[src/sv/hse_pkg.sv]
// ----------------------------------------------------------------------------
// hse_pkg
// shared types, constants and helpers of the hall sensor angle/speed estimator
// ----------------------------------------------------------------------------
package hse_pkg;

  localparam int unsigned ANGLE_BITS_DEF = 16;
  localparam int unsigned WEIGHT_W       = 11;
  localparam int unsigned TICK_W         = 14;
  localparam int unsigned SPEED_W        = 16;
  localparam int unsigned CFG_W          = 16;
  localparam int unsigned CFG_IDX_W      = 3;
  localparam int unsigned MUL_B_W        = 16;
  localparam int unsigned Q_SHIFT        = 10;

  localparam logic [WEIGHT_W-1:0] NEW_WEIGHT_RST  = 11'd355;
  localparam logic [WEIGHT_W-1:0] OLD_WEIGHT_RST  = 11'd669;
  localparam logic [15:0]         ELEC_OFFSET_RST = 16'd5462;
  localparam logic [15:0]         HALF_SECTOR_RST = 16'd5462;
  localparam logic [15:0]         SPEED_SCALE_RST = 16'd7500;
  localparam logic [TICK_W-1:0]   STALL_TICKS_RST = 14'd8000;
  localparam logic [TICK_W-1:0]   TICK_MAX        = 14'd16383;

  typedef enum logic [CFG_IDX_W-1:0] {
    CFG_NEW_WEIGHT  = 3'd0,
    CFG_OLD_WEIGHT  = 3'd1,
    CFG_ELEC_OFFSET = 3'd2,
    CFG_HALF_SECTOR = 3'd3,
    CFG_SPEED_SCALE = 3'd4,
    CFG_STALL_TICKS = 3'd5
  } cfg_idx_e;

  typedef enum logic [1:0] {
    DIR_STOP = 2'd0,
    DIR_FWD  = 2'd1,
    DIR_REV  = 2'd2
  } dir_e;

  typedef enum logic [3:0] {
    ST_IDLE,
    ST_DECODE,
    ST_TMUL,
    ST_DSTART,
    ST_DIV,
    ST_SSTART,
    ST_SMUL,
    ST_VMUL,
    ST_INTEG,
    ST_WRAP,
    ST_ELEC,
    ST_OUT
  } state_e;

  typedef logic [2:0] sector_t;

  localparam sector_t SEC_NONE = 3'd7;

  // sector order 5,1,3,2,6,4
  function automatic sector_t sector_of(input logic [2:0] hall);
    sector_t s;
    case (hall)
      3'd5:    s = 3'd0;
      3'd1:    s = 3'd1;
      3'd3:    s = 3'd2;
      3'd2:    s = 3'd3;
      3'd6:    s = 3'd4;
      3'd4:    s = 3'd5;
      default: s = SEC_NONE;
    endcase
    return s;
  endfunction

  function automatic sector_t next_sector(input sector_t s);
    return (s == 3'd5) ? 3'd0 : s + 3'd1;
  endfunction

  function automatic sector_t prev_sector(input sector_t s);
    return (s == 3'd0) ? 3'd5 : s - 3'd1;
  endfunction

  // elaboration only
  function automatic longint sector_base(input int idx, input int abits);
    longint turn;
    turn = longint'(1) << abits;
    if (idx <= 0) begin
      return turn - 1;
    end
    return (longint'(idx) * turn + 3) / 6;
  endfunction

endpackage

[src/sv/hall_sensor_angle_speed_estimator.sv]
// ----------------------------------------------------------------------------
// hall_sensor_angle_speed_estimator
// rotor angle interpolation and speed from three hall sensors
//
//   channel  direction  signals
//   in       sink       in_valid_i, in_ready_o, kind_i, hall_bits_i
//   out      source     out_valid_o, out_ready_i, electrical_angle_o,
//                       direction_o, speed_rpm_o
//   cfg      sink       cfg_we_i, cfg_idx_i, cfg_wdata_i
//
// a tick without hall change runs no multiply, a speed tick one serial multiply and a
// hall change two serial multiplies and a serial divide, the divide being skipped
// when the filtered tick count is zero
// reset loads register defaults and clears all state but the payload and scratch registers, no clearing pass
// a result stalled at the output holds the next transaction in its final state
// ----------------------------------------------------------------------------
module hall_sensor_angle_speed_estimator #(
  parameter int unsigned ANGLE_BITS = hse_pkg::ANGLE_BITS_DEF
) (
  input  logic                          clk_i,
  input  logic                          rst_ni,
  input  logic                          in_valid_i,
  output logic                          in_ready_o,
  input  logic                          kind_i,
  input  logic [2:0]                    hall_bits_i,
  output logic                          out_valid_o,
  input  logic                          out_ready_i,
  output logic [ANGLE_BITS:0]           electrical_angle_o,
  output logic [1:0]                    direction_o,
  output logic [hse_pkg::SPEED_W-1:0]   speed_rpm_o,
  input  logic                          cfg_we_i,
  input  logic [hse_pkg::CFG_IDX_W-1:0] cfg_idx_i,
  input  logic [hse_pkg::CFG_W-1:0]     cfg_wdata_i
);

  localparam int unsigned AB  = ANGLE_BITS;
  localparam int unsigned EW  = AB + 1;
  localparam int unsigned RW  = ((AB > 16) ? AB : 16) + 3;
  localparam int unsigned TW  = hse_pkg::TICK_W;
  localparam int unsigned WW  = hse_pkg::WEIGHT_W;
  localparam int unsigned MB  = hse_pkg::MUL_B_W;
  localparam int unsigned MAW = (EW > TW) ? EW : TW;
  localparam int unsigned PW  = MAW + MB;
  localparam int unsigned QS  = hse_pkg::Q_SHIFT;
  localparam int unsigned SW  = PW - QS + 1;

  localparam longint TURN_L = longint'(1) << AB;
  localparam longint BASE0  = hse_pkg::sector_base(0, AB);
  localparam longint BASE1  = hse_pkg::sector_base(1, AB);
  localparam longint BASE2  = hse_pkg::sector_base(2, AB);
  localparam longint BASE3  = hse_pkg::sector_base(3, AB);
  localparam longint BASE4  = hse_pkg::sector_base(4, AB);
  localparam longint BASE5  = hse_pkg::sector_base(5, AB);

  localparam logic signed [RW-1:0] TURN = RW'(TURN_L);

  hse_pkg::state_e state_q, state_d;

  logic [WW-1:0]  nsw_q, nsw_d, ovw_q, ovw_d;
  logic [15:0]    eoff_q, eoff_d, hsa_q, hsa_d, scale_q, scale_d;
  logic [TW-1:0]  stall_q, stall_d;

  logic                  kind_q, kind_d;
  logic [2:0]            hall_q, hall_d;
  logic [2:0]            prev_hall_q, prev_hall_d;
  logic signed [RW-1:0]  rotor_q, rotor_d;
  logic [EW-1:0]         err_q, err_d;
  logic [TW-1:0]         tick_q, tick_d;
  logic [TW-1:0]         ftc_q, ftc_d;
  logic [EW-1:0]         fas_q, fas_d;
  logic [EW-1:0]         step_q, step_d;
  logic [1:0]            motion_q, motion_d;
  logic [EW-1:0]         held_q, held_d;
  logic [EW-1:0]         prev_elec_q, prev_elec_d;
  logic [15:0]           speed_q, speed_d;

  logic                  out_valid_q, out_valid_d;
  logic [EW-1:0]         out_angle_q;
  logic [1:0]            out_dir_q;
  logic [15:0]           out_speed_q;
  logic                  load;

  hse_pkg::sector_t      sec_cur, sec_prev;
  logic                  cur_ok, prev_ok, fwd, rev;
  logic signed [RW-1:0]  base_cur, fwdk, revk, raw_err, wr_err, snap;
  logic signed [RW-1:0]  wr_rot, cl_rot, el, el2;
  logic [TW-1:0]         tc_inc;
  logic [EW-1:0]         vx, vy, spd;
  logic [EW:0]           vdiff;

  logic                  mul_start, mul_done0, mul_done1, mul_done;
  logic [MAW-1:0]        mul_a0, mul_a1;
  logic [MB-1:0]         mul_b0, mul_b1;
  logic [PW-1:0]         prod0, prod1;
  logic [SW-1:0]         lpf_sum;
  logic                  div_start, div_done;
  logic [EW-1:0]         div_quo;

  // sector decode and constant tables
  always_comb begin
    sec_cur  = hse_pkg::sector_of(hall_q);
    sec_prev = hse_pkg::sector_of(prev_hall_q);
    cur_ok   = sec_cur != hse_pkg::SEC_NONE;
    prev_ok  = sec_prev != hse_pkg::SEC_NONE;
    fwd      = cur_ok && prev_ok && (sec_cur == hse_pkg::next_sector(sec_prev));
    rev      = cur_ok && prev_ok && (sec_cur == hse_pkg::prev_sector(sec_prev));
    case (sec_cur)
      3'd0: begin
        base_cur = RW'(BASE0);
        fwdk     = RW'(BASE1 + BASE0);
        revk     = RW'(BASE1 - BASE0);
      end
      3'd1: begin
        base_cur = RW'(BASE1);
        fwdk     = RW'(BASE1 + BASE1);
        revk     = RW'(BASE1 - BASE1);
      end
      3'd2: begin
        base_cur = RW'(BASE2);
        fwdk     = RW'(BASE1 + BASE2);
        revk     = RW'(BASE1 - BASE2);
      end
      3'd3: begin
        base_cur = RW'(BASE3);
        fwdk     = RW'(BASE1 + BASE3);
        revk     = RW'(BASE1 - BASE3);
      end
      3'd4: begin
        base_cur = RW'(BASE4);
        fwdk     = RW'(BASE1 + BASE4);
        revk     = RW'(BASE1 - BASE4);
      end
      3'd5: begin
        base_cur = RW'(BASE5);
        fwdk     = RW'(BASE1 + BASE5);
        revk     = RW'(BASE1 - BASE5);
      end
      default: begin
        base_cur = '0;
        fwdk     = '0;
        revk     = '0;
      end
    endcase
  end

  // angle error, stall snap, tick count
  always_comb begin
    raw_err = fwd ? (fwdk - rotor_q) : (revk + rotor_q);
    if (raw_err > TURN) begin
      wr_err = raw_err - TURN;
    end else if (raw_err[RW-1]) begin
      wr_err = raw_err + TURN;
    end else begin
      wr_err = raw_err;
    end
    snap   = base_cur + RW'(hsa_q);
    tc_inc = (tick_q == hse_pkg::TICK_MAX) ? tick_q : tick_q + TW'(1);
  end

  // angle change since the last speed tick, wrapped to one turn
  always_comb begin
    vx    = (motion_q == hse_pkg::DIR_REV) ? prev_elec_q : held_q;
    vy    = (motion_q == hse_pkg::DIR_REV) ? held_q : prev_elec_q;
    vdiff = {1'b0, vx} - {1'b0, vy};
    if (motion_q != hse_pkg::DIR_FWD && motion_q != hse_pkg::DIR_REV) begin
      spd = '0;
    end else if (vdiff[EW]) begin
      spd = {1'b0, vdiff[AB-1:0]};
    end else begin
      spd = vdiff[EW-1:0];
    end
  end

  // rotor wrap and clamp, electrical angle
  always_comb begin
    if (rotor_q > TURN) begin
      wr_rot = rotor_q - TURN;
    end else if (rotor_q[RW-1]) begin
      wr_rot = rotor_q + TURN;
    end else begin
      wr_rot = rotor_q;
    end
    if (wr_rot > TURN) begin
      cl_rot = TURN;
    end else if (wr_rot[RW-1]) begin
      cl_rot = '0;
    end else begin
      cl_rot = wr_rot;
    end
    el  = rotor_q - RW'(eoff_q);
    el2 = el[RW-1] ? (el + TURN) : el;
  end

  // multiplier operands
  always_comb begin
    if (state_q == hse_pkg::ST_SSTART) begin
      mul_a0 = MAW'(fas_q);
      mul_b0 = MB'(ovw_q);
      mul_a1 = MAW'(step_q);
      mul_b1 = MB'(nsw_q);
    end else if (kind_q) begin
      mul_a0 = MAW'(spd);
      mul_b0 = scale_q;
      mul_a1 = '0;
      mul_b1 = '0;
    end else begin
      mul_a0 = MAW'(ftc_q);
      mul_b0 = MB'(ovw_q);
      mul_a1 = MAW'(tick_q);
      mul_b1 = MB'(nsw_q);
    end
  end

  assign mul_done = mul_done0 & mul_done1;
  assign lpf_sum  = SW'(prod0[PW-1:QS]) + SW'(prod1[PW-1:QS]);

  hse_mul #(
    .AW (MAW),
    .BW (MB)
  ) u_mul0 (
    .clk_i   (clk_i),
    .rst_ni  (rst_ni),
    .start_i (mul_start),
    .a_i     (mul_a0),
    .b_i     (mul_b0),
    .done_o  (mul_done0),
    .prod_o  (prod0)
  );

  hse_mul #(
    .AW (MAW),
    .BW (MB)
  ) u_mul1 (
    .clk_i   (clk_i),
    .rst_ni  (rst_ni),
    .start_i (mul_start),
    .a_i     (mul_a1),
    .b_i     (mul_b1),
    .done_o  (mul_done1),
    .prod_o  (prod1)
  );

  hse_div #(
    .NW (EW),
    .DW (TW)
  ) u_div (
    .clk_i   (clk_i),
    .rst_ni  (rst_ni),
    .start_i (div_start),
    .num_i   (err_q),
    .den_i   (ftc_q),
    .done_o  (div_done),
    .quo_o   (div_quo)
  );

  // sequencer
  always_comb begin
    state_d     = state_q;
    kind_d      = kind_q;
    hall_d      = hall_q;
    prev_hall_d = prev_hall_q;
    rotor_d     = rotor_q;
    err_d       = err_q;
    tick_d      = tick_q;
    ftc_d       = ftc_q;
    fas_d       = fas_q;
    step_d      = step_q;
    motion_d    = motion_q;
    held_d      = held_q;
    prev_elec_d = prev_elec_q;
    speed_d     = speed_q;
    in_ready_o  = 1'b0;
    mul_start   = 1'b0;
    div_start   = 1'b0;
    load        = 1'b0;
    case (state_q)
      hse_pkg::ST_IDLE: begin
        in_ready_o = 1'b1;
        if (in_valid_i) begin
          kind_d  = kind_i;
          hall_d  = hall_bits_i;
          state_d = hse_pkg::ST_DECODE;
        end
      end
      hse_pkg::ST_DECODE: begin
        if (kind_q) begin
          mul_start = 1'b1;
          state_d   = hse_pkg::ST_VMUL;
        end else if (hall_q != prev_hall_q) begin
          if (fwd) begin
            err_d    = wr_err[EW-1:0];
            motion_d = hse_pkg::DIR_FWD;
          end else if (rev) begin
            err_d    = wr_err[EW-1:0];
            motion_d = hse_pkg::DIR_REV;
          end else begin
            motion_d = hse_pkg::DIR_STOP;
          end
          tick_d    = '0;
          mul_start = 1'b1;
          state_d   = hse_pkg::ST_TMUL;
        end else begin
          tick_d = tc_inc;
          if (tc_inc >= stall_q) begin
            tick_d   = '0;
            speed_d  = '0;
            fas_d    = '0;
            motion_d = hse_pkg::DIR_STOP;
            if (cur_ok) begin
              rotor_d = snap;
            end
          end
          state_d = hse_pkg::ST_INTEG;
        end
      end
      hse_pkg::ST_TMUL: begin
        if (mul_done) begin
          ftc_d   = (|lpf_sum[SW-1:TW]) ? hse_pkg::TICK_MAX : lpf_sum[TW-1:0];
          state_d = hse_pkg::ST_DSTART;
        end
      end
      hse_pkg::ST_DSTART: begin
        if (ftc_q == '0) begin
          step_d  = '0;
          state_d = hse_pkg::ST_SSTART;
        end else begin
          div_start = 1'b1;
          state_d   = hse_pkg::ST_DIV;
        end
      end
      hse_pkg::ST_DIV: begin
        if (div_done) begin
          step_d  = div_quo;
          state_d = hse_pkg::ST_SSTART;
        end
      end
      hse_pkg::ST_SSTART: begin
        mul_start = 1'b1;
        state_d   = hse_pkg::ST_SMUL;
      end
      hse_pkg::ST_SMUL: begin
        if (mul_done) begin
          fas_d   = (|lpf_sum[SW-1:EW]) ? '1 : lpf_sum[EW-1:0];
          state_d = hse_pkg::ST_INTEG;
        end
      end
      hse_pkg::ST_VMUL: begin
        if (mul_done) begin
          speed_d     = prod0[AB+15:AB];
          prev_elec_d = held_q;
          state_d     = hse_pkg::ST_OUT;
        end
      end
      hse_pkg::ST_INTEG: begin
        if (motion_q == hse_pkg::DIR_FWD) begin
          rotor_d = rotor_q + RW'(fas_q);
        end else if (motion_q == hse_pkg::DIR_REV) begin
          rotor_d = rotor_q - RW'(fas_q);
        end
        state_d = hse_pkg::ST_WRAP;
      end
      hse_pkg::ST_WRAP: begin
        rotor_d = cl_rot;
        state_d = hse_pkg::ST_ELEC;
      end
      hse_pkg::ST_ELEC: begin
        held_d      = el2[RW-1] ? '0 : el2[EW-1:0];
        prev_hall_d = hall_q;
        state_d     = hse_pkg::ST_OUT;
      end
      hse_pkg::ST_OUT: begin
        if (!out_valid_q || out_ready_i) begin
          load    = 1'b1;
          state_d = hse_pkg::ST_IDLE;
        end
      end
      default: begin
        state_d = hse_pkg::ST_IDLE;
      end
    endcase
  end

  assign out_valid_d = load | (out_valid_q & ~out_ready_i);

  // configuration writes
  always_comb begin
    nsw_d   = nsw_q;
    ovw_d   = ovw_q;
    eoff_d  = eoff_q;
    hsa_d   = hsa_q;
    scale_d = scale_q;
    stall_d = stall_q;
    if (cfg_we_i) begin
      case (cfg_idx_i)
        hse_pkg::CFG_NEW_WEIGHT:  nsw_d   = cfg_wdata_i[WW-1:0];
        hse_pkg::CFG_OLD_WEIGHT:  ovw_d   = cfg_wdata_i[WW-1:0];
        hse_pkg::CFG_ELEC_OFFSET: eoff_d  = cfg_wdata_i;
        hse_pkg::CFG_HALF_SECTOR: hsa_d   = cfg_wdata_i;
        hse_pkg::CFG_SPEED_SCALE: scale_d = cfg_wdata_i;
        hse_pkg::CFG_STALL_TICKS: stall_d = cfg_wdata_i[TW-1:0];
        default: ;
      endcase
    end
  end

  always_ff @(posedge clk_i or negedge rst_ni) begin
    if (!rst_ni) begin
      state_q     <= hse_pkg::ST_IDLE;
      nsw_q       <= hse_pkg::NEW_WEIGHT_RST;
      ovw_q       <= hse_pkg::OLD_WEIGHT_RST;
      eoff_q      <= hse_pkg::ELEC_OFFSET_RST;
      hsa_q       <= hse_pkg::HALF_SECTOR_RST;
      scale_q     <= hse_pkg::SPEED_SCALE_RST;
      stall_q     <= hse_pkg::STALL_TICKS_RST;
      prev_hall_q <= '0;
      rotor_q     <= '0;
      err_q       <= '0;
      tick_q      <= '0;
      ftc_q       <= '0;
      fas_q       <= '0;
      motion_q    <= hse_pkg::DIR_STOP;
      held_q      <= '0;
      prev_elec_q <= '0;
      speed_q     <= '0;
      out_valid_q <= 1'b0;
    end else begin
      state_q     <= state_d;
      nsw_q       <= nsw_d;
      ovw_q       <= ovw_d;
      eoff_q      <= eoff_d;
      hsa_q       <= hsa_d;
      scale_q     <= scale_d;
      stall_q     <= stall_d;
      prev_hall_q <= prev_hall_d;
      rotor_q     <= rotor_d;
      err_q       <= err_d;
      tick_q      <= tick_d;
      ftc_q       <= ftc_d;
      fas_q       <= fas_d;
      motion_q    <= motion_d;
      held_q      <= held_d;
      prev_elec_q <= prev_elec_d;
      speed_q     <= speed_d;
      out_valid_q <= out_valid_d;
    end
  end

  // transaction payload and scratch registers
  always_ff @(posedge clk_i) begin
    kind_q <= kind_d;
    hall_q <= hall_d;
    step_q <= step_d;
    if (load) begin
      out_angle_q <= held_q;
      out_dir_q   <= motion_q;
      out_speed_q <= speed_q;
    end
  end

  assign out_valid_o        = out_valid_q;
  assign electrical_angle_o = out_angle_q;
  assign direction_o        = out_dir_q;
  assign speed_rpm_o        = out_speed_q;

endmodule

[src/sv/hse_mul.sv]
// ----------------------------------------------------------------------------
// hse_mul
// bit-serial shift-add multiplier, one multiplier bit per cycle
// ----------------------------------------------------------------------------
module hse_mul #(
  parameter int unsigned AW = hse_pkg::TICK_W,
  parameter int unsigned BW = hse_pkg::MUL_B_W
) (
  input  logic             clk_i,
  input  logic             rst_ni,
  input  logic             start_i,
  input  logic [AW-1:0]    a_i,
  input  logic [BW-1:0]    b_i,
  output logic             done_o,
  output logic [AW+BW-1:0] prod_o
);

  localparam int unsigned CW = $clog2(BW + 1);

  logic [AW+BW-1:0] p_q, p_d;
  logic [AW-1:0]    a_q;
  logic [CW-1:0]    cnt_q, cnt_d;
  logic             busy_q, busy_d;
  logic             done_q, done_d;
  logic [AW:0]      sum;

  assign sum = {1'b0, p_q[AW+BW-1:BW]} + (p_q[0] ? {1'b0, a_q} : '0);

  always_comb begin
    p_d    = p_q;
    cnt_d  = cnt_q;
    busy_d = busy_q;
    done_d = 1'b0;
    if (start_i) begin
      p_d    = {{AW{1'b0}}, b_i};
      cnt_d  = CW'(BW);
      busy_d = 1'b1;
    end else if (busy_q) begin
      p_d   = {sum, p_q[BW-1:1]};
      cnt_d = cnt_q - CW'(1);
      if (cnt_q == CW'(1)) begin
        busy_d = 1'b0;
        done_d = 1'b1;
      end
    end
  end

  always_ff @(posedge clk_i or negedge rst_ni) begin
    if (!rst_ni) begin
      busy_q <= 1'b0;
      done_q <= 1'b0;
      cnt_q  <= '0;
    end else begin
      busy_q <= busy_d;
      done_q <= done_d;
      cnt_q  <= cnt_d;
    end
  end

  always_ff @(posedge clk_i) begin
    p_q <= p_d;
    if (start_i) begin
      a_q <= a_i;
    end
  end

  assign done_o = done_q;
  assign prod_o = p_q;

endmodule

[src/sv/hse_div.sv]
// ----------------------------------------------------------------------------
// hse_div
// restoring bit-serial divider, one quotient bit per cycle
// ----------------------------------------------------------------------------
module hse_div #(
  parameter int unsigned NW = hse_pkg::ANGLE_BITS_DEF + 1,
  parameter int unsigned DW = hse_pkg::TICK_W
) (
  input  logic          clk_i,
  input  logic          rst_ni,
  input  logic          start_i,
  input  logic [NW-1:0] num_i,
  input  logic [DW-1:0] den_i,
  output logic          done_o,
  output logic [NW-1:0] quo_o
);

  localparam int unsigned CW = $clog2(NW + 1);

  logic [DW-1:0] rem_q, rem_d;
  logic [NW-1:0] quo_q, quo_d;
  logic [DW-1:0] den_q;
  logic [CW-1:0] cnt_q, cnt_d;
  logic          busy_q, busy_d;
  logic          done_q, done_d;
  logic [DW:0]   trial;
  logic [DW:0]   diff;
  logic          ge;

  assign trial = {rem_q, quo_q[NW-1]};
  assign diff  = trial - {1'b0, den_q};
  assign ge    = trial >= {1'b0, den_q};

  always_comb begin
    rem_d  = rem_q;
    quo_d  = quo_q;
    cnt_d  = cnt_q;
    busy_d = busy_q;
    done_d = 1'b0;
    if (start_i) begin
      rem_d  = '0;
      quo_d  = num_i;
      cnt_d  = CW'(NW);
      busy_d = 1'b1;
    end else if (busy_q) begin
      rem_d = ge ? diff[DW-1:0] : trial[DW-1:0];
      quo_d = {quo_q[NW-2:0], ge};
      cnt_d = cnt_q - CW'(1);
      if (cnt_q == CW'(1)) begin
        busy_d = 1'b0;
        done_d = 1'b1;
      end
    end
  end

  always_ff @(posedge clk_i or negedge rst_ni) begin
    if (!rst_ni) begin
      busy_q <= 1'b0;
      done_q <= 1'b0;
      cnt_q  <= '0;
    end else begin
      busy_q <= busy_d;
      done_q <= done_d;
      cnt_q  <= cnt_d;
    end
  end

  always_ff @(posedge clk_i) begin
    rem_q <= rem_d;
    quo_q <= quo_d;
    if (start_i) begin
      den_q <= den_i;
    end
  end

  assign done_o = done_q;
  assign quo_o  = quo_q;

endmodule

[config.mk]
export PLATFORM = sky130hd
export DESIGN_NAME = hall_sensor_angle_speed_estimator
export DESIGN_NICKNAME = d
export VERILOG_FILES = /design/src/sv/hse_pkg.sv /design/src/sv/hall_sensor_angle_speed_estimator.sv /design/src/sv/hse_mul.sv /design/src/sv/hse_div.sv
export SDC_FILE = /design/constraint.sdc
export NUM_CORES = 1
export LEC_CHECK = 0
export ABC_AREA = 1
export BUFFER_PORTS_ARGS = -buffer_cell sky130_fd_sc_hd__buf_2
export CELL_PAD_IN_SITES_DETAIL_PLACEMENT = 1
export CELL_PAD_IN_SITES_GLOBAL_PLACEMENT = 2
export CORE_MARGIN = 5
export CORE_UTILIZATION = 42
export CTS_BUF_LIST = sky130_fd_sc_hd__clkbuf_4
export DETAILED_ROUTE_END_ITERATION = 12
export GPL_ROUTABILITY_DRIVEN = 1
export PLACE_DENSITY_LB_ADDON = 0.15
export SYNTH_ARGS = -nofsm -noshare
export SYNTH_HDL_FRONTEND = slang
export SYNTH_SLANG_ARGS = --single-unit
[constraint.sdc]
create_clock -name clk_i -period 5.55 [get_ports clk_i]
set_input_delay 1.3875 -clock clk_i [delete_from_list [all_inputs] [get_ports clk_i]]
set_output_delay 1.3875 -clock clk_i [all_outputs]
set_load 0.01 [all_outputs]
==> results of run 1 <==
[power by group through the flow]
stage               Combinational [uW]  Sequential [uW]  Clock (uW)
global placement                  9340             5470           0
finish                            9770             5450        3320
detailed placement                9640             5500           0
CTS                               9710             5450        3430
floorplan                         6960             4970           0
global route                     10900             5520        3650
[cells by family after synthesis]
| group | count (synthesis) |
|---|---|
| AOI/OAI and AO/OA | 845 |
| xor gates and xnor gates | 103 |
| adders and majority gates | 187 |
| buffers and inverters | 614 |
| DFF | 447 |
| muxes | 4 |
| and+or+nand+nor | 1492 |
[area by class of cell]
type / count / area share (%)
Timing Repair Buffer: 87 / 1.64
Sequential cell: 447 / 37.4
Antenna cell: 4 / 0.0319
Multi-Input combinational cell: 2631 / 45.5
Inverter: 522 / 6.26
Tap cell: 873 / 3.48
Clock inverter: 30 / 0.550
Clock buffer: 211 / 5.04
[cells in the mapped netlist (29+ instances only)]
master and n:
nand2_1 846, inv_1 500, o21ai_0 374, nor2_1 331, a21oi_1 240, dfrtp_1 208, nand3_1 185, ha_1 178
edfxtp_1 153, xor2_1 74, clkbuf_1 64, dfxtp_1 48, o22ai_1 40, dfstp_2 38, nor3_1 38, nand4_1 34
o21ai_1 30, xnor2_1 29
[layer usage]
layer	global-route usage, %	vias up	routed length, um
li1	-	12600	-
met1	36.4	12800	46500
met2	45.2	517	47100
met3	3.64	201	3660
met4	10.6	2	3800
met5	0	-	13
[stage by stage]
stage               utilization [%]  hold slack [ns]  total power (uW)
floorplan                         -            0.425             11900
global placement               44.1            0.433             14800
detailed placement             44.1            0.434             15100
CTS                            46.7            0.366             18600
global route                   46.8            0.389             20100
finish                         46.8            0.387             18500
[worst max path at each step]
| stage | from | end | slack [ns] | cells after the start |
|---|---|---|---|---|
| floorplan | out_ready_i | direction_o[0]$_DFFE_PP_ | 1.93 | 2 |
| global placement | tick_q[0]$_DFFE_PN0P_ | rotor_q[1]$_DFFE_PN0P_ | 0.98 | 26 |
| detailed placement | tick_q[0]$_DFFE_PN0P_ | rotor_q[7]$_DFFE_PN0P_ | 0.83 | 27 |
| CTS | tick_q[0]$_DFFE_PN0P_ | rotor_q[1]$_DFFE_PN0P_ | 0.72 | 26 |
| global route | tick_q[0]$_DFFE_PN0P_ | rotor_q[1]$_DFFE_PN0P_ | 0.19 | 27 |
| finish | tick_q[0]$_DFFE_PN0P_ | rotor_q[1]$_DFFE_PN0P_ | 0.69 | 26 |
==> summary.txt, run 1 <==
Synth
  • Register area share after synthesis: slightly above 40%
  • Main synth FF type: dfrtp_1
  • Synth top area cells: dfrtp_1 (18%), edfxtp_1 (16%), nand2_1 (11%), ha_1 (7.8%), inv_1 (6.6%)
  • Post-synth cell types: about 70
  • Multiplexer share of the synthesized area: less than 1%
  • Synth Area in Adders: approximately 8.5%
  • Async set-reset flop share out of synthesis: a little under three fifths
  • Post-synthesis cell area: between 20000 and 30000 um2
  • Simple-Gate Fraction of Synth Area: a little over a fifth
  • Mapped Cells: between 3000 and 4000
  • Syn. warnings: 0
  • Post-synthesis compound-gate area fraction: between 15 and 20%
  • Syn_nets: ~4000
  • Average size of a mapped cell: approximately 7.7 um2
  • Post-synth EDFFs: roughly 150
  • Flops & latches, synth: around 450
  • Xor and xnor area share after synthesis: around 3.2%
  • Share of the synthesized area in the top cell type: between 10% and 20%
  • Area leader, netlist: dfrtp_1
  • Largest family of logic cells by synthesized area: simple AND/OR/NAND/NOR gates

STA
  • Final worst slack: slightly below 0.7 ns
  • Worst Tran Pin Value: roughly 1.3 ns
  • Fmax: between 200 and 250 MHz
  • Worst Skew: between 0.06 and 0.07 ns
  • Rel. slew slack: 14.2%
  • Fin crit share: ~88%
  • RSZ-0062 raised after global routing: false
  • Hold Vio Cnt, Final: 0
  • Setup Viol. Count Final: 0
  • Max-slew violation count: 0
  • TNS Setup: 0 ns
  • Final min period: 4.86 ns

Floorplan
  • DIE AREA: roughly 73000 um2
  • Starting density of the core: 42.3%
  • Die H: around 270 um
  • Std-Cell Rows: 95
  • I/O pin total: 65
  • DIE WIDTH: 270 um
  • Core ar.: ~67000 um2

Status
  • Status: completed

Final layout
  • Commonest non-fill, non-tap cell in the layout: nand2_1
  • Multi-input gate area: about 14000 um2
  • Leading cell types in the layout, fill and taps excluded: nand2_1 (846), inv_1 (500), o21ai_0 (374), nor2_1 (328), a21oi_1 (239)
  • Non-Filler Instances: a little under 5000
  • P&R area growth vs syn: 10.6%
  • FF/Latch Area: ~12000 um2
  • Fraction of layout cells with a size suffix above 1: 10.9%
  • Post-Layout Inst Area: approximately 31000 um2
  • # nets final: 4034
  • # fillers: 8421

Power and ir drop
  • Leak pwr: ~0.015 uW
  • Sw Share: 49.3%
  • Internal power: roughly 9400 uW
  • Clock Power Share: 17.9%
  • Max IR drop VDD: around 0.00024 V
  • Sequential group share of total power: 29.4%
  • Logic pwr share: a little over half
  • Switch Pwr: 9150 uW
  • Pwr dens: between 500 and 600 nW/um2

Detailed routing
  • DRT iter0 DRCs: roughly 1300
  • Drt total wl: between 100000 and 150000 um
  • Final ANT Viol Nets: 0
  • DRC violations left: 0
  • Via density: roughly 5.4
  • Detailed-route via count: 26100
  • WL per Instance: 21.0 um
  • DR pass1 iterations: 5

Critical path
  • Reg2reg setup slack: approximately 0.69 ns
  • Reg2reg end: rotor_q[1]$_DFFE_PN0P_
  • Family with the most delay on the worst path: simple AND/OR/NAND/NOR gates
  • Worst R2R Start: tick_q[0]$_DFFE_PN0P_
  • Crit path arrival time: between 5 and 6 ns
  • Worst-case reg-to-reg path depth: 26
  • Buf/Inv on CP: 4
  • Worst Setup Start Kind: register
  • Required @ worst endpoint: between 6 and 7 ns
  • Worst Setup End Kind: register
  • WS Path Type: register to register
  • Slowest CP cell: a211oi_2
  • CP max FO: 32
  • Crit path largest cell delay: 0.53 ns
  • Crit path top cell by count: nand2_1

Global routing
  • Vias in the first global route: 27500
  • Antenna violations before repair: 8
  • Total grt overflow: 0
  • GR Util All Layers: a little over a quarter
  • First-pass GRT wire length: 157000 um
  • Pin count of the biggest net entering global routing: 104

CTS
  • TritonCTS Buffers: 130
  • Clock sinks: about 450
  • TritonCTS clock tree: built
  • Htree depth: 4
  • Reg clk slew, reported paths: around 0.07 ns
  • Clk Tree Root Cell: clkbuf_4
  • Post-CTS setup repair buffer count: 0
  • Worst-Skew Late Latency: approximately 0.98 ns
  • Hold buffer count at CTS: 0
  • Post_cts resized: 0
  • Clk buf depth: 3

Placed design
  • Area after DPL: ~30000 um2
  • Post-DP HPWL: just under 80000 um
  • Port Buf Inserts: between 60 and 70
  • Placer Congestion: roughly 0.97
  • Post-Place Setup Slack: 0.833 ns
  • Placed cells: between 4000 and 5000

Min path
  • Hold Crit Class: input pin to async pin

Flow run
  • Max-cap violations: 0
Power figures use the tool's default switching activity.
==> run 2, diff against run 1 <==
==> constraint.sdc (replaced) <==
create_clock -name clk_i -period 5.55 [get_ports clk_i]
set_input_delay 1.11 -clock clk_i [delete_from_list [all_inputs] [get_ports clk_i]]
set_output_delay 1.11 -clock clk_i [all_outputs]
set_load 0.01 [all_outputs]
==> run 2 against run 1 <==
  * Critical path depth up 1
  * Register-to-register slack better by 0.04 ns
  * Die area unchanged
  * First-iteration DRC count up 9.0%
  * Sequential share of layout area down 0.14 points
  * Flip-flop and latch count unchanged
  * Design area up 0.37%
  * Critical path type unchanged
==> summary.txt, run 2 (synthesis results as in run 1) <==
CTS
  • TritonCTS clock tree: built
  • Clock sinks: between 400 and 500
  • Reg clk slew, reported paths: around 0.06 ns
  • Hold buffer count at CTS: 0
  • Htree depth: 4
  • TritonCTS Buffers: about 130
  • Post_cts resized: 0
  • Clk Tree Root Cell: clkbuf_4
  • Clk buf depth: 3
  • Worst-Skew Late Latency: just under 1 ns
  • Post-CTS setup repair buffer count: 0

Global routing
  • Routing usage on met3: 3.86%
  • GR Util All Layers: between 20% and 30%
  • Met2 usage: a little under half
  • Vias in the first global route: between 20000 and 30000
  • Busiest grt layer: met2
  • First-pass GRT wire length: about 160000 um
  • Pin count of the biggest net entering global routing: a little over 100
  • Total grt overflow: 0
  • Met1 Usage GRT: about 36%
  • Antenna violations before repair: 11

Critical path
  • Crit path largest cell delay: 0.55 ns
  • WS Path Type: register to register
  • Crit path top cell by count: nand2_1
  • Required @ worst endpoint: between 6 and 7 ns
  • Worst Setup Start Kind: register
  • Slowest CP cell: a211oi_2
  • Crit path arrival time: approximately 5.7 ns
  • Worst Setup End Kind: register
  • CP max FO: 32

Placed design
  • Port Buf Inserts: between 60 and 70
  • Area after DPL: about 30000 um2
  • Placer Congestion: 0.964
  • Post-DP HPWL: just under 80000 um

Floorplan
  • Starting density of the core: 42.3%
  • Core ar.: approximately 67000 um2
  • DIE WIDTH: 270 um
  • Std-Cell Rows: 95
  • I/O pin total: 65
  • DIE AREA: roughly 73000 um2
  • Die H: 270 um

STA
  • Rel. slew slack: about a quarter
  • Max-slew violation count: 0
  • RSZ-0062 raised after global routing: false
  • Setup Viol. Count Final: 0
  • Fin crit share: between 80% and 90%
  • Worst Skew: between 0.06 and 0.07 ns
  • Final min period: 4.82 ns
  • Hold Vio Cnt, Final: 0
  • TNS Setup: 0 ns
  • Fmax: roughly 210 MHz
  • Worst Tran Pin Value: 1.14 ns

Detailed routing
  • DRT iter0 DRCs: about 1500
  • DRC violations left: 0
  • Via density: between 5 and 6
  • Drt total wl: between 100000 and 150000 um
  • Detailed-route via count: ~26000
  • Final ANT Viol Nets: 0
  • DR pass1 iterations: 5
  • WL per Instance: 21.0 um

Final layout
  • Multi-input gate area: 14300 um2
  • FF/Latch Area: approximately 12000 um2
  • Post-Layout Inst Area: roughly 32000 um2
  • P&R area growth vs syn: 11.0%
  • Commonest non-fill, non-tap cell in the layout: nand2_1
  • Fraction of layout cells with a size suffix above 1: between 10 and 15%
  • # fillers: between 8000 and 9000
  • Leading cell types in the layout, fill and taps excluded: nand2_1 (846), inv_1 (500), o21ai_0 (374), nor2_1 (328), a21oi_1 (239)
  • # nets final: between 4000 and 5000

Power and ir drop
  • Leak pwr: about 0.015 uW
  • Max IR drop VDD: roughly 0.00023 V
  • Pwr dens: 594 nW/um2

Status
  • Status: completed

Flow run
  • Max-cap violations: 0

Min path
  • Hold Crit Class: input pin to async pin
[run 2: cell type report]
| type | instances | area share (%) |
|---|---|---|
| antenna | 5 | 0.0397 |
| sequential | 447 | 37.3 |
| clock inverter | 40 | 1.12 |
| clock buffer | 203 | 4.83 |
| multi-input combinational | 2631 | 45.4 |
| timing repair buffer | 85 | 1.61 |
| tap | 873 | 3.47 |
| inverter | 522 | 6.24 |
[run 2: power by group]
part | total [uW] | switching [uW] | internal [uW]
clock network | 3520 | 1560 | 1960
logic | 9750 | 6670 | 3080
registers | 5450 | 922 | 4530
[run 2: stage by stage]
stage	util, %	instances	hold WS, ns	setup slack [ns]	power, uW
after floorplan	-	3692	0.425	1.93	11900
after CTS	46.9	4800	0.100	0.777	18800
after detailed placement	44.1	4557	0.436	0.869	15100
after global placement	44.1	4557	0.433	1.00	14800
after global routing	46.9	4803	0.120	0.289	20300
final	46.9	4806	0.130	0.729	18700
[run 2: worst max-delay path, delay by kind of cell (launching register included)]
kind / cells / cell delay, ns
AO/OA/AOI/OAI: 3 / 0.75
adder cells (fa/ha/maj): 2 / 0.49
buffers and inverters: 4 / 0.50
AND/OR/NAND/NOR: 17 / 2.40
flip-flops: 1 / 0.36
XOR/XNOR: 1 / 0.18
[run 2: per-layer routing]
metal	up-vias	wire length [um]
met5	-	0
met3	159	4510
met1	13000	45700
met4	0	2670
met2	544	48100
li1	12600	-
[run 2: final timing paths]
check | slack, ns | endpoint | depth (start not counted) | from
setup / recovery | 0.73 | rotor_q[12]$_DFFE_PN0P_ | 27 | tick_q[0]$_DFFE_PN0P_
hold / removal | 0.13 | speed_q[15]$_DFFE_PN0P_ | 1 | rst_ni
setup reg to reg | 0.73 | rotor_q[12]$_DFFE_PN0P_ | 27 | tick_q[0]$_DFFE_PN0P_
hold reg to reg | 0.44 | speed_rpm_o[13]$_DFFE_PP_ | 0 | speed_q[13]$_DFFE_PN0P_
max in group asynchronous | 4.08 | held_q[16]$_DFFE_PN0N_ | 2 | rst_ni
min in group clk_i | 0.35 | hall_q[0]$_DFFE_PP_ | 1 | hall_bits_i[0]
==> run 3, diff against run 2 <==
==> constraint.sdc (replaced) <==
create_clock -name clk_i -period 6 [get_ports clk_i]
set_input_delay 0.6 -clock clk_i [delete_from_list [all_inputs] [get_ports clk_i]]
set_output_delay 0.6 -clock clk_i [all_outputs]
set_load 0.01 [all_outputs]
==> run 3 against run 2 <==
  * Critical path depth is 1 lower
  * Combinational power down 7.8%
  * Routed wire length increased by 0.43%
  * Largest power group unchanged
  * Clock power down 11%
  * Design area barely moved
  * Power shrank 8.2%
  * Highest routed layer is now met5
==> summary.txt, run 3 (synthesis results as in run 1) <==
Floorplan
  • DIE AREA: approximately 73000 um2
  • Starting density of the core: between 40% and 50%
  • I/O pin total: 65
  • Core ar.: between 60000 and 70000 um2
  • Std-Cell Rows: 95
  • Die H: 270 um
  • DIE WIDTH: approximately 270 um

Global routing
  • Pin count of the biggest net entering global routing: 180
  • Total grt overflow: 0
  • Antenna violations before repair: 12
  • Vias in the first global route: roughly 28000
  • First-pass GRT wire length: around 160000 um
  • GR Util All Layers: a little over a quarter

Critical path
  • WS Path Type: register to register
  • Family with the most delay on the worst path: simple AND/OR/NAND/NOR gates
  • Crit path top cell by count: nand2_1
  • Worst-case reg-to-reg path depth: 26
  • Reg2reg setup slack: 0.81 ns
  • Required @ worst endpoint: around 6.8 ns
  • Crit path largest cell delay: roughly 0.65 ns
  • CP max FO: 32
  • Worst Setup End Kind: register
  • Buf/Inv on CP: 3
  • Reg2reg end: rotor_q[3]$_DFFE_PN0P_
  • Slowest CP cell: inv_1
  • Worst R2R Start: tick_q[0]$_DFFE_PN0P_
  • Crit path arrival time: 6.01 ns
  • Worst Setup Start Kind: register

STA
  • Final min period: around 5.2 ns
  • RSZ-0062 raised after global routing: false
  • Rel. slew slack: a little under a quarter
  • Min Hold Slack: 0.111 ns
  • Setup Viol. Count Final: 0
  • Final worst slack: just over 0.8 ns
  • Max-slew violation count: 0
  • Hold Vio Cnt, Final: 0
  • Worst Tran Pin Value: about 1.2 ns
  • Fmax: between 150 and 200 MHz
  • Fin crit share: 86.6%
  • TNS Setup: 0 ns
  • Worst Skew: between 0.07 and 0.08 ns

CTS
  • TritonCTS clock tree: built
  • Clk buf depth: 3
  • Reg clk slew, reported paths: 0.06 ns
  • TritonCTS Buffers: approximately 130
  • Htree depth: 4
  • Clock sinks: 447
  • Worst-Skew Late Latency: between 0.9 and 1 ns
  • Clk Tree Root Cell: clkbuf_4

Placed design
  • Post-DP HPWL: approximately 80000 um
  • Post-Place Setup Slack: approximately 0.90 ns
  • Port Buf Inserts: 64
  • Placed cells: ~4600
  • Area after DPL: about 30000 um2
  • Placer Congestion: 0.956

Detailed routing
  • Final ANT Viol Nets: 0
  • Via density: between 5 and 6
  • Detailed-route via count: between 20000 and 30000
  • DRC violations left: 0
  • Drt total wl: between 100000 and 150000 um
  • WL per Instance: ~21 um
  • DR pass1 iterations: 5
  • DRT iter0 DRCs: ~1400

Final layout
  • P&R area growth vs syn: 10.9%
  • # nets final: 4037
  • Leading cell types in the layout, fill and taps excluded: nand2_1 (846), inv_1 (500), o21ai_0 (374), nor2_1 (328), a21oi_1 (239)
  • Fraction of layout cells with a size suffix above 1: 10.5%
  • Post-Layout Inst Area: between 30000 and 40000 um2
  • Commonest non-fill, non-tap cell in the layout: nand2_1
  • Non-Filler Instances: 4812

Min path
  • Min-delay src: cfg_wdata_i[14]
  • Hold Path Stages: 3
  • Worst Hold End: scale_q[14]$_DFFE_PN0P_
  • Hold Crit Class: input pin to register

Power and ir drop
  • Clock Power Share: about 18%
  • Logic pwr share: 52.3%
  • Leak pwr: 0.0153 uW
  • Pwr dens: ~550 nW/um2
  • Max IR drop VDD: 0.000199 V
  • Internal power: roughly 9000 uW
  • Sequential group share of total power: roughly 29%
  • Sw Share: 49.1%
  • Switch Pwr: 8440 uW

Status
  • Status: completed

Flow run
  • Max-cap violations: 0
[run 3: worst max path at each step]
| stage | start | endpoint | slack (ns) | depth (start not counted) |
|---|---|---|---|---|
| 2_1_floorplan | tick_q[0]$_DFFE_PN0P_ | speed_q[10]$_DFFE_PN0P_ | 2.38 | 24 |
| 3_3_place_gp | tick_q[0]$_DFFE_PN0P_ | rotor_q[15]$_DFFE_PN0P_ | 1.17 | 25 |
| 3_5_place_dp | tick_q[0]$_DFFE_PN0P_ | rotor_q[3]$_DFFE_PN0P_ | 0.90 | 25 |
| 4_1_cts | tick_q[0]$_DFFE_PN0P_ | rotor_q[3]$_DFFE_PN0P_ | 0.83 | 25 |
| 5_1_grt | tick_q[0]$_DFFE_PN0P_ | rotor_q[11]$_DFFE_PN0P_ | 0.36 | 26 |
| 6_report | tick_q[0]$_DFFE_PN0P_ | rotor_q[3]$_DFFE_PN0P_ | 0.81 | 26 |
[run 3: worst reg2reg max path, delay by kind of cell, from the launching register on]
family | cells | cell delay (ns)
DFF | 1 | 0.37
AOI/OAI and AO/OA | 3 | 0.80
buffers and inverters | 3 | 0.79
and+or+nand+nor | 17 | 2.44
adders and majority gates | 2 | 0.49
xor gates and xnor gates | 1 | 0.17
[run 3: area by class of cell]
cell class,count,area [um2]
Timing Repair Buffer,88,558
Clock buffer,200,1500
Inverter,522,1970
Fill cell,8394,35700
Antenna cell,7,17.5
Multi-Input combinational cell,2631,14300
Clock inverter,44,303
Sequential cell,447,11800
Tap cell,873,1090
[run 3: power by group through the flow]
stage	clock network [uW]	logic [uW]	registers, uW
5_1_grt	3450	10100	5120
3_3_place_gp	0	8590	5080
6_report	3140	8990	5050
2_1_floorplan	0	6440	4600
4_1_cts	3230	8950	5050
3_5_place_dp	0	8880	5100
[run 3: per-layer routing]
layer | routed length, um | global-route usage [%] | up-vias
met5 | 13 | 0 | -
met4 | 4930 | 12.7 | 2
met3 | 5330 | 5.64 | 232
met2 | 46300 | 44.2 | 598
met1 | 44900 | 35.6 | 12700
li1 | - | - | 12700
[run 3: through the flow]
step	util, %	power (uW)
2_1_floorplan	-	11000
3_3_place_gp	44.1	13700
3_5_place_dp	44.1	14000
4_1_cts	46.8	17200
5_1_grt	46.9	18700
6_report	46.9	17200
[run 3: repair_timing]
| item | in CTS | in global routing |
|---|---|---|
| resized for setup | 0 | 0 |
| setup buffers | 0 | 0 |
| hold buffers | 6 | 0 |
| hold endpoints to repair | 72 | 0 |
